<file path="src/rtl/ydp_pkg.sv">
// Shared types, constants and small arithmetic helpers for the pixel deinterlacer.
// No dependencies; used by ydp_temporal, ydp_spatial and yadif_deinterlace_pixel_top.
package ydp_pkg;

   // Significant pixel width (8..16); the port fields stay 16 bits wide.
   localparam int PIXEL_BITS  = 16;
   localparam int FIELD_BITS  = 16;
   localparam int TRIO_BITS   = 3 * FIELD_BITS;
   localparam int SPREAD_BITS = PIXEL_BITS + 1;
   localparam int SCORE_BITS  = PIXEL_BITS + 2;
   localparam int SGN_BITS    = PIXEL_BITS + 3;

   localparam int WIN_DEPTH   = 7;
   localparam int WIN_CENTER  = 3;
   localparam int DLY_DEPTH   = 3;
   localparam int FILL_FULL   = 3;
   localparam int FLUSH_PUSHES = 3;

   // Configuration register indexes
   localparam int CSR_INDEX_BITS = 1;
   localparam int CSR_DATA_BITS  = 1;
   localparam logic [CSR_INDEX_BITS-1:0] CSR_SPATIAL_CHECK = 1'd0;
   localparam logic [CSR_INDEX_BITS-1:0] CSR_EXTERNAL_PRED = 1'd1;

   typedef logic [PIXEL_BITS-1:0]          pix_type;
   typedef logic [SPREAD_BITS-1:0]         spread_type;
   typedef logic [SCORE_BITS-1:0]          score_type;
   typedef logic signed [SGN_BITS-1:0]     sgn_type;
   typedef pix_type [WIN_DEPTH-1:0]        pix_win_type;

   typedef struct packed {
      logic [FIELD_BITS-1:0] cur_above;
      logic [FIELD_BITS-1:0] cur_below;
      logic [FIELD_BITS-1:0] prev_above;
      logic [FIELD_BITS-1:0] prev_below;
      logic [FIELD_BITS-1:0] next_above;
      logic [FIELD_BITS-1:0] next_below;
      logic [TRIO_BITS-1:0]  match_prev_trio;
      logic [TRIO_BITS-1:0]  match_next_trio;
      logic [FIELD_BITS-1:0] ext_pred;
      logic                  line_end;
   } req_type;

   typedef struct packed {
      logic [FIELD_BITS-1:0] out_pixel;
      logic                  out_last;
   } rsp_type;

   // Temporal result of one column
   typedef struct packed {
      pix_type    centre;
      spread_type spread;
   } tmp_type;

   // Everything the output stage needs besides the window
   typedef struct packed {
      pix_type    centre;
      spread_type spread;
      pix_type    ext;
      logic       ext_on;
      logic       last;
   } eval_type;

   function automatic pix_type abs_diff(input pix_type a, input pix_type b);
      return (a > b) ? pix_type'(a - b) : pix_type'(b - a);
   endfunction

   function automatic pix_type avg2(input pix_type a, input pix_type b);
      logic [PIXEL_BITS:0] sum;
      sum = {1'b0, a} + {1'b0, b};
      return sum[PIXEL_BITS:1];
   endfunction

   function automatic sgn_type smax(input sgn_type a, input sgn_type b);
      return (a > b) ? a : b;
   endfunction

   function automatic sgn_type smin(input sgn_type a, input sgn_type b);
      return (a < b) ? a : b;
   endfunction

   function automatic sgn_type to_sgn(input pix_type a);
      return sgn_type'({3'b000, a});
   endfunction

endpackage

</file>
<file path="src/rtl/ydp_temporal.sv">
// Temporal centre and allowed spread of one pixel column, with optional spatial check.
// Depends on ydp_pkg.
module ydp_temporal (
   input  ydp_pkg::req_type item,
   input  logic             spatial_check_on,
   output ydp_pkg::tmp_type tmp
);

   ydp_pkg::pix_type p1, p3, pa, pb, na, nb;
   ydp_pkg::pix_type mpa, mpc, mpb, mna, mnc, mnb;
   ydp_pkg::pix_type centre, d0, d1, d2, diff;
   logic [ydp_pkg::PIXEL_BITS:0] sum1, sum2;
   ydp_pkg::sgn_type e0, e1, e3, e4, mx, mn, chk;

   always_comb begin
      p1  = item.cur_above[ydp_pkg::PIXEL_BITS-1:0];
      p3  = item.cur_below[ydp_pkg::PIXEL_BITS-1:0];
      pa  = item.prev_above[ydp_pkg::PIXEL_BITS-1:0];
      pb  = item.prev_below[ydp_pkg::PIXEL_BITS-1:0];
      na  = item.next_above[ydp_pkg::PIXEL_BITS-1:0];
      nb  = item.next_below[ydp_pkg::PIXEL_BITS-1:0];
      mpa = item.match_prev_trio[0*ydp_pkg::FIELD_BITS +: ydp_pkg::PIXEL_BITS];
      mpc = item.match_prev_trio[1*ydp_pkg::FIELD_BITS +: ydp_pkg::PIXEL_BITS];
      mpb = item.match_prev_trio[2*ydp_pkg::FIELD_BITS +: ydp_pkg::PIXEL_BITS];
      mna = item.match_next_trio[0*ydp_pkg::FIELD_BITS +: ydp_pkg::PIXEL_BITS];
      mnc = item.match_next_trio[1*ydp_pkg::FIELD_BITS +: ydp_pkg::PIXEL_BITS];
      mnb = item.match_next_trio[2*ydp_pkg::FIELD_BITS +: ydp_pkg::PIXEL_BITS];

      centre = ydp_pkg::avg2(mpc, mnc);
      d0     = ydp_pkg::abs_diff(mpc, mnc) >> 1;
      sum1   = {1'b0, ydp_pkg::abs_diff(pa, p1)} + {1'b0, ydp_pkg::abs_diff(pb, p3)};
      sum2   = {1'b0, ydp_pkg::abs_diff(na, p1)} + {1'b0, ydp_pkg::abs_diff(nb, p3)};
      d1     = sum1[ydp_pkg::PIXEL_BITS:1];
      d2     = sum2[ydp_pkg::PIXEL_BITS:1];
      diff   = (d0 > d1) ? d0 : d1;
      diff   = (diff > d2) ? diff : d2;

      // spatial check: widen by how far the centre sits outside the vertical trend
      e1  = ydp_pkg::to_sgn(centre) - ydp_pkg::to_sgn(p1);
      e3  = ydp_pkg::to_sgn(centre) - ydp_pkg::to_sgn(p3);
      e0  = ydp_pkg::to_sgn(ydp_pkg::avg2(mpa, mna)) - ydp_pkg::to_sgn(p1);
      e4  = ydp_pkg::to_sgn(ydp_pkg::avg2(mpb, mnb)) - ydp_pkg::to_sgn(p3);
      mx  = ydp_pkg::smax(ydp_pkg::smax(e1, e3), ydp_pkg::smin(e0, e4));
      mn  = ydp_pkg::smin(ydp_pkg::smin(e1, e3), ydp_pkg::smax(e0, e4));
      chk = ydp_pkg::smax(ydp_pkg::smax(ydp_pkg::to_sgn(diff), mn), -mx);

      tmp.centre = centre;
      tmp.spread = spatial_check_on ? chk[ydp_pkg::SPREAD_BITS-1:0]
                                    : ydp_pkg::spread_type'(diff);
   end

endmodule

</file>
<file path="src/rtl/ydp_spatial.sv">
// Edge-directed spatial prediction over the 7-wide window and final clamp.
// Depends on ydp_pkg.
module ydp_spatial (
   input  ydp_pkg::pix_win_type win_above,
   input  ydp_pkg::pix_win_type win_below,
   input  ydp_pkg::eval_type    eval,
   output ydp_pkg::pix_type     pixel
);

   // sum of three abs diffs along direction n, around the window center
   function automatic ydp_pkg::sgn_type dir_score(input ydp_pkg::pix_win_type a,
                                                  input ydp_pkg::pix_win_type b,
                                                  input int n);
      ydp_pkg::score_type s;
      s = '0;
      for (int k = -1; k <= 1; k++) begin
         s = s + ydp_pkg::score_type'(ydp_pkg::abs_diff(a[ydp_pkg::WIN_CENTER + k + n],
                                                        b[ydp_pkg::WIN_CENTER + k - n]));
      end
      return ydp_pkg::sgn_type'({1'b0, s});
   endfunction

   ydp_pkg::sgn_type s_m2, s_m1, s_p1, s_p2, best, lo, hi, v;
   ydp_pkg::pix_type pred, sp;

   always_comb begin
      s_m2 = dir_score(win_above, win_below, -2);
      s_m1 = dir_score(win_above, win_below, -1);
      s_p1 = dir_score(win_above, win_below, 1);
      s_p2 = dir_score(win_above, win_below, 2);

      // vertical wins ties: its score is biased down by one
      best = dir_score(win_above, win_below, 0) - ydp_pkg::sgn_type'(1);
      pred = ydp_pkg::avg2(win_above[3], win_below[3]);
      if (s_m1 < best) begin
         best = s_m1;
         pred = ydp_pkg::avg2(win_above[2], win_below[4]);
         if (s_m2 < best) begin
            best = s_m2;
            pred = ydp_pkg::avg2(win_above[1], win_below[5]);
         end
      end
      if (s_p1 < best) begin
         best = s_p1;
         pred = ydp_pkg::avg2(win_above[4], win_below[2]);
         if (s_p2 < best) begin
            pred = ydp_pkg::avg2(win_above[5], win_below[1]);
         end
      end

      sp = eval.ext_on ? eval.ext : pred;
      lo = ydp_pkg::to_sgn(eval.centre) - ydp_pkg::sgn_type'({2'b00, eval.spread});
      hi = ydp_pkg::to_sgn(eval.centre) + ydp_pkg::sgn_type'({2'b00, eval.spread});
      v  = ydp_pkg::smin(ydp_pkg::smax(ydp_pkg::to_sgn(sp), lo), hi);
      pixel = v[ydp_pkg::PIXEL_BITS-1:0];
   end

endmodule

</file>
<file path="src/rtl/yadif_deinterlace_pixel_top.sv">
// Top level of the pixel deinterlacer: input register, column push engine, output stages.
// Depends on ydp_pkg, ydp_temporal and ydp_spatial.
//
// Usage:
//  - req channel (valid/ready): one item per pixel column of the missing line, with the
//    current-field, previous/next-frame and field-match pixels. line_end marks the last
//    column of a line.
//  - rsp channel (valid/ready): one reconstructed pixel per column, in column order;
//    out_last is set on the last pixel of each line.
//  - csr port: write-only, index 0 = spatial check enable, index 1 = external prediction
//    select. Write only while the block is idle.
//  - Throughput: one item per clock mid-line while rsp is not held off. After an item with
//    line_end, three right-edge replica columns are pushed through the window (input held off).
//  - Result path: a result needs the three following columns; once its third successor has
//    been accepted, the pixel goes through the push into the window, then the output register.
//    The last pixel of a line follows the line_end item through its push, three flush pushes
//    and the output register.
//  - Reset: synchronous, clears all valids, line fill and flush state, and loads the
//    config defaults (spatial check on, external prediction off).
//  - Stall: when rsp is held off and the evaluation stage holds a column, that stage and the
//    window freeze; one more item can still be taken into the input register.
module yadif_deinterlace_pixel_top (
   input  logic                                  clock,
   input  logic                                  reset,
   input  logic                                  req_valid,
   output logic                                  req_ready,
   input  ydp_pkg::req_type                      req_payload,
   output logic                                  rsp_valid,
   input  logic                                  rsp_ready,
   output ydp_pkg::rsp_type                      rsp_payload,
   input  logic                                  csr_wr_en,
   input  logic [ydp_pkg::CSR_INDEX_BITS-1:0]    csr_index,
   input  logic [ydp_pkg::CSR_DATA_BITS-1:0]     csr_data
);

   // config
   logic spatial_check_ff, ext_pred_on_ff;

   // input register
   logic             a_valid_ff, a_valid_in;
   ydp_pkg::req_type a_ff;

   // column window and delay lines for the temporal values
   ydp_pkg::pix_win_type win_above_ff, win_above_in, win_below_ff, win_below_in;
   ydp_pkg::pix_type     [ydp_pkg::DLY_DEPTH-1:0] cdly_ff, cdly_in, edly_ff, edly_in;
   ydp_pkg::spread_type  [ydp_pkg::DLY_DEPTH-1:0] sdly_ff, sdly_in;
   logic [1:0]           fill_ff, fill_in;
   logic [1:0]           flush_cnt_ff, flush_cnt_in;

   // evaluation register (one column whose window is complete)
   logic              b_valid_ff, b_valid_in;
   ydp_pkg::eval_type b_ff, b_in;

   // output register
   logic             rsp_valid_ff, rsp_valid_in;
   ydp_pkg::rsp_type rsp_ff;

   ydp_pkg::tmp_type tmp;
   ydp_pkg::pix_type eval_pixel;
   ydp_pkg::pix_type push_above, push_below, push_centre, push_ext;
   ydp_pkg::spread_type push_spread;
   logic out_can_load, b_move, b_free, flushing, push_en, last_flush;

   ydp_temporal u_temporal (
      .item             (a_ff),
      .spatial_check_on (spatial_check_ff),
      .tmp              (tmp)
   );

   ydp_spatial u_spatial (
      .win_above (win_above_ff),
      .win_below (win_below_ff),
      .eval      (b_ff),
      .pixel     (eval_pixel)
   );

   // handshake and push control
   always_comb begin
      out_can_load = !rsp_valid_ff || rsp_ready;
      b_move       = b_valid_ff && out_can_load;
      b_free       = !b_valid_ff || out_can_load;
      flushing     = (flush_cnt_ff != 2'd0);
      last_flush   = (flush_cnt_ff == 2'd1);
      // the window may move only when the evaluation stage can take its column
      push_en      = b_free && (flushing || a_valid_ff);
      req_ready    = !a_valid_ff || (push_en && !flushing);
      a_valid_in   = (req_valid && req_ready) || (a_valid_ff && !(push_en && !flushing));
   end

   // column push: new item, or a right-edge replica during the line-end flush
   always_comb begin
      push_above   = flushing ? win_above_ff[ydp_pkg::WIN_DEPTH-1]
                              : a_ff.cur_above[ydp_pkg::PIXEL_BITS-1:0];
      push_below   = flushing ? win_below_ff[ydp_pkg::WIN_DEPTH-1]
                              : a_ff.cur_below[ydp_pkg::PIXEL_BITS-1:0];
      push_centre  = flushing ? '0 : tmp.centre;
      push_spread  = flushing ? '0 : tmp.spread;
      push_ext     = flushing ? '0 : a_ff.ext_pred[ydp_pkg::PIXEL_BITS-1:0];

      win_above_in = win_above_ff;
      win_below_in = win_below_ff;
      cdly_in      = cdly_ff;
      sdly_in      = sdly_ff;
      edly_in      = edly_ff;
      fill_in      = fill_ff;
      flush_cnt_in = flush_cnt_ff;
      b_valid_in   = b_valid_ff && !b_move;
      b_in         = b_ff;

      if (push_en) begin
         if (fill_ff == 2'd0) begin
            // line start: left edge replicates the first column
            for (int i = 0; i < ydp_pkg::WIN_DEPTH; i++) begin
               win_above_in[i] = push_above;
               win_below_in[i] = push_below;
            end
         end else begin
            for (int i = 0; i < ydp_pkg::WIN_DEPTH - 1; i++) begin
               win_above_in[i] = win_above_ff[i+1];
               win_below_in[i] = win_below_ff[i+1];
            end
            win_above_in[ydp_pkg::WIN_DEPTH-1] = push_above;
            win_below_in[ydp_pkg::WIN_DEPTH-1] = push_below;
         end
         for (int i = 0; i < ydp_pkg::DLY_DEPTH - 1; i++) begin
            cdly_in[i] = cdly_ff[i+1];
            sdly_in[i] = sdly_ff[i+1];
            edly_in[i] = edly_ff[i+1];
         end
         cdly_in[ydp_pkg::DLY_DEPTH-1] = push_centre;
         sdly_in[ydp_pkg::DLY_DEPTH-1] = push_spread;
         edly_in[ydp_pkg::DLY_DEPTH-1] = push_ext;

         if (fill_ff == 2'(ydp_pkg::FILL_FULL)) begin
            b_valid_in  = 1'b1;
            b_in.centre = cdly_ff[0];
            b_in.spread = sdly_ff[0];
            b_in.ext    = edly_ff[0];
            b_in.ext_on = ext_pred_on_ff;
            b_in.last   = flushing && last_flush;
         end else begin
            fill_in = fill_ff + 2'd1;
         end

         if (flushing) begin
            flush_cnt_in = flush_cnt_ff - 2'd1;
            if (last_flush) begin
               fill_in = '0;
            end
         end else if (a_ff.line_end) begin
            flush_cnt_in = 2'(ydp_pkg::FLUSH_PUSHES);
         end
      end

      rsp_valid_in = b_move || (rsp_valid_ff && !rsp_ready);
   end

   // control state
   always_ff @(posedge clock) begin
      if (reset) begin
         spatial_check_ff <= 1'b1;
         ext_pred_on_ff   <= 1'b0;
         a_valid_ff       <= 1'b0;
         b_valid_ff       <= 1'b0;
         rsp_valid_ff     <= 1'b0;
         fill_ff          <= '0;
         flush_cnt_ff     <= '0;
      end else begin
         if (csr_wr_en) begin
            unique case (csr_index)
               ydp_pkg::CSR_SPATIAL_CHECK: spatial_check_ff <= csr_data[0];
               ydp_pkg::CSR_EXTERNAL_PRED: ext_pred_on_ff   <= csr_data[0];
            endcase
         end
         a_valid_ff   <= a_valid_in;
         b_valid_ff   <= b_valid_in;
         rsp_valid_ff <= rsp_valid_in;
         fill_ff      <= fill_in;
         flush_cnt_ff <= flush_cnt_in;
      end
   end

   // payload
   always_ff @(posedge clock) begin
      if (req_valid && req_ready) begin
         a_ff <= req_payload;
      end
      win_above_ff <= win_above_in;
      win_below_ff <= win_below_in;
      cdly_ff      <= cdly_in;
      sdly_ff      <= sdly_in;
      edly_ff      <= edly_in;
      b_ff         <= b_in;
      if (b_move) begin
         rsp_ff.out_pixel <= ydp_pkg::FIELD_BITS'(eval_pixel);
         rsp_ff.out_last  <= b_ff.last;
      end
   end

   assign rsp_valid   = rsp_valid_ff;
   assign rsp_payload = rsp_ff;

   // a push into a window that is not yet full never loads the evaluation stage
   a_no_early_result: assert property (@(posedge clock) disable iff (reset)
      push_en && (fill_ff != 2'(ydp_pkg::FILL_FULL)) |=> !b_valid_ff)
      else $error("result produced before window filled");

   // the final flush push always has a full window, so every line ends with a result
   a_last_flush_full: assert property (@(posedge clock) disable iff (reset)
      push_en && last_flush |-> fill_ff == 2'(ydp_pkg::FILL_FULL))
      else $error("line end flush without full window");

   // while the last pixel of a line waits, the line state is already cleared
   a_last_clears_line: assert property (@(posedge clock) disable iff (reset)
      b_valid_ff && b_ff.last |-> (fill_ff == 2'd0) && (flush_cnt_ff == 2'd0))
      else $error("line state not cleared at last pixel");

   // the flush runs only on a started line
   a_flush_on_line: assert property (@(posedge clock) disable iff (reset)
      flushing |-> fill_ff != 2'd0)
      else $error("flush with empty window");

endmodule
</file>
<file path="config.mk">
export PLATFORM = sky130hd
export DESIGN_NAME = yadif_deinterlace_pixel_top
export DESIGN_NICKNAME = d
export VERILOG_FILES = /design/src/rtl/ydp_pkg.sv /design/src/rtl/ydp_temporal.sv /design/src/rtl/ydp_spatial.sv /design/src/rtl/yadif_deinterlace_pixel_top.sv
export SDC_FILE = /design/constraint.sdc
export NUM_CORES = 2
export LEC_CHECK = 0
export BUFFER_PORTS_ARGS = -buffer_cell sky130_fd_sc_hd__clkbuf_2
export CORE_MARGIN = 2
export CORE_UTILIZATION = 63
export CTS_CLUSTER_SIZE = 16
export DETAILED_ROUTE_END_ITERATION = 12
export GPL_TIMING_DRIVEN = 0
export PLACE_DENSITY = 0.86
export SKIP_LAST_GASP = 1
export SLEW_MARGIN = 20
export SYNTH_ARGS = -nofsm -noshare
export SYNTH_HDL_FRONTEND = slang
export SYNTH_SLANG_ARGS = --single-unit
</file>
<file path="constraint.sdc">
create_clock -name clock -period 52.4 [get_ports clock]
set_input_delay 0 -clock clock [delete_from_list [all_inputs] [get_ports clock]]
set_output_delay 0 -clock clock [all_outputs]
set_load 0.005 [all_outputs]
</file>
==> impl_metrics.toml <==
[yosys]
synth_seq_cells = 657
synth_warnings = 0
ys_seq_area_share_pct = 24.94
synth_cell_types = 106
synthArstFlopShare_pct = 0
syn-num-nets = 10453
synth_cells = 8901
syn_area_um2 = 78730
yosysTopAreaCell = "edfxtp_1"
synth-edff-count = 648
yosysTopAreaCellShare_pct = 24.71
avgSynthCellArea_um2 = 8.846
synth_flop_cell = "edfxtp_1"
netlist_top_cells_area = "edfxtp_1 (25%), ha_1 (20%), xnor2_1 (5.3%)"

[worst_setup_path]
r2r_cells = 77
endpoint_kind = "flop"
max_stage_delay_ps = 1080
cp_data_required_time_ps = 52840
startpoint_type = "flop"
cp_slowest_cell = "edfxtp_1"
rrSetupSlack_ps = 29490
crit_buf_inv = 14
path_depth = 77
critPathMaxFanout = 10
critPathKind = "reg2reg"
path_delay_family = "compound AO/OA/AOI/OAI gates"
r2r_end = "rsp_payload[12]"
worstReg2RegStart = "win_below_ff[59]"
cp.arrival_ps = 23350

[clock_tree]
cts.path.max_buffers = 3
cts_max_level = 3
cts_tree = "done"
cts-root-buf = "clkbuf_16"
path_clk_slew_ps = 70
clk_latency_ps = 710
post_cts_resized = 0
cts_setup_buffers = 0
cts-buffers-inserted = 70
cts.sinks = 657

[sta]
fmax_mhz = 43.65
worstMarginPinSlew_ps = 1300
slew_violations = 0
slew_headroom_pct = 13.31
min_period_over_period_pct = 43.72
setup-violations-final = 0
tns_ps = 0
whs_ps = 1.305
layout_min_cycle_time_ps = 22910
hold_violations = 0
skew_ps = 50.41
rsz0062_at_grt = "false"

[route]
routed_via_density = 6.904
drtIter0Drc = 10513
drc = 0
dr.pass1.iters = 9
ant_nets = 0
wl_per_cell_um = 29.96
vias = 77223
drt-total-wl_um = 335100

[global_routing]
groute.usage.overall_pct = 50.97
gr-total-overflow = 0
grt_pass1_vias = 73574
antenna_found_initial = 26
grt_max_degree = 33
grt_pass1_wl_um = 479800

[placed_design]
io_buffers = 233
placed_cell_area_um2 = 82670
placedCellCount = 10801
gp_congestion = 1.139
dpl.hpwl_um = 257400

[cells_and_area]
fin_cells = 11185
stdcell_area_um2 = 87400
drive_gt1_share_pct = 6.167
final_nets = 11016
area_delta_synth_final_pct = 11.01
fill_cells = 9351

[min_path]
holdPathEnd = "a_ff[18]"
min_from = "req_payload[18]"
hp-class = "in2reg"
whs_path_depth = 2

[floorplanning]
die-area_um2 = 127800
core_area_um2 = 123800
initial_core_util_pct = 63.60
die_w_um = 357.5
rows = 129
die_h_um = 357.5
io_pins = 235

[job]
cap_violations = 0

[status]
outcome = "completed"
-- stage by stage --
step	utilization [%]	setup slack [ps]
after floorplan	-	30270
after global placement	66.20	19610
after detailed placement	66.78	30540
after CTS	70.52	30340
after global routing	70.55	28900
final	70.60	29490
-- state kept, by name, indices dropped and copies added, names as in the netlist, 2 cells and up --
register,cells
fill_ff,2
cdly_ff,48
win_below_ff,112
flush_cnt_ff,2
edly_ff,48
a_ff,209
win_above_ff,112
sdly_ff,51
rsp_payload,17
b_ff,51
-- cells in the final DEF, fill, tap and decap left out, types with 107 or more instances in the layout --
cell type and count:
ha_1 1270, a21o_1 492, nand4_1 117, xnor2_1 471, nand2_1 422, clkbuf_2 234, mux2i_1 247, nor3_1 136
nor2b_1 107, inv_1 823, xor2_1 154, dlygate4sd3_1 228, a21oi_1 826, o21bai_1 201, o21ai_0 432, edfxtp_1 648
nand3_1 135, o21a_1 294, clkbuf_1 297, nor2_1 505
-- Yosys cell counts, drive strengths merged (16+ instances only) --
cell type     n
nor2        505
a31oi        77
nand2       422
o41ai        27
mux2         99
and4         20
o211ai       80
a2111oi      18
o22ai        17
mux2i       248
nor4         27
a21boi       36
o31ai        54
xnor2       475
o21bai      202
a211oi       73
nand3b       16
inv         828
fa           66
or3          72
nor3        136
a221oi       41
clkbuf      286
o221ai       19
nand2b       80
a21o        493
ha         1270
o21ai       445
buf          46
edfxtp      648
nor2b       109
and2         69
xor2        154
o31a         33
a311oi       18
and3         48
o21a        294
o211a        17
nand3       135
a21oi       827
or2          23
nand4       117
-- metal layers --
| layer | share of wire [%] | up-vias | track usage (%) |
|---|---|---|---|
| met5 | 0.046 | - | 0.2593 |
| met4 | 11 | 22 | 47.72 |
| met3 | 13 | 1806 | 17.21 |
| met2 | 42 | 5835 | 76.14 |
| met1 | 34 | 36012 | 57.11 |
| li1 | - | 33548 | - |
-- cells by family after synthesis --
| family | Yosys count | share of synthesized area (%) |
|---|---|---|
| xor gates and xnor gates | 629 | 7.007 |
| adders and majority gates | 1336 | 21.86 |
| AOI/OAI and AO/OA | 2937 | 24.59 |
| muxes | 347 | 4.569 |
| DFF | 657 | 24.94 |
| buffers and inverters | 1163 | 5.594 |
| and+or+nand+nor | 1832 | 11.44 |
-- worst max-delay path by stage --
stage                           startpoint         endpoint  slack [ps]
after floorplan                  rsp_valid          b_ff[0]       30270
after global placement     flush_cnt_ff[0]          b_ff[5]       19610
after detailed placement  win_below_ff[59]  rsp_payload[12]       30540
after CTS                 win_below_ff[59]  rsp_payload[12]       30340
after global routing      win_below_ff[61]  rsp_payload[12]       28900
final                     win_below_ff[59]  rsp_payload[12]       29490
-- final cells by class --
type	count	area [um^2]	share of cell area, %
multi-input cells	7081	54760	62.65
well taps	1637	2048	2.343
diodes	30	75.07	0.08589
flip-flops and latches	657	19640	22.47
plain buffers	332	1285	1.470
clock inverters	43	531.8	0.6084
repair buffers	491	4126	4.721
clock buffers	83	1822	2.084
inverters	831	3119	3.569
-- what timing repair did --
action	4_1_cts	5_1_grt
setup endpoints to repair	0	0
hold buffers	228	0
hold endpoints to repair	243	0
Power is left out: the tool's default activity adds up to more than one toggle a clock period on the data nets, which glitch-free logic cannot reach.
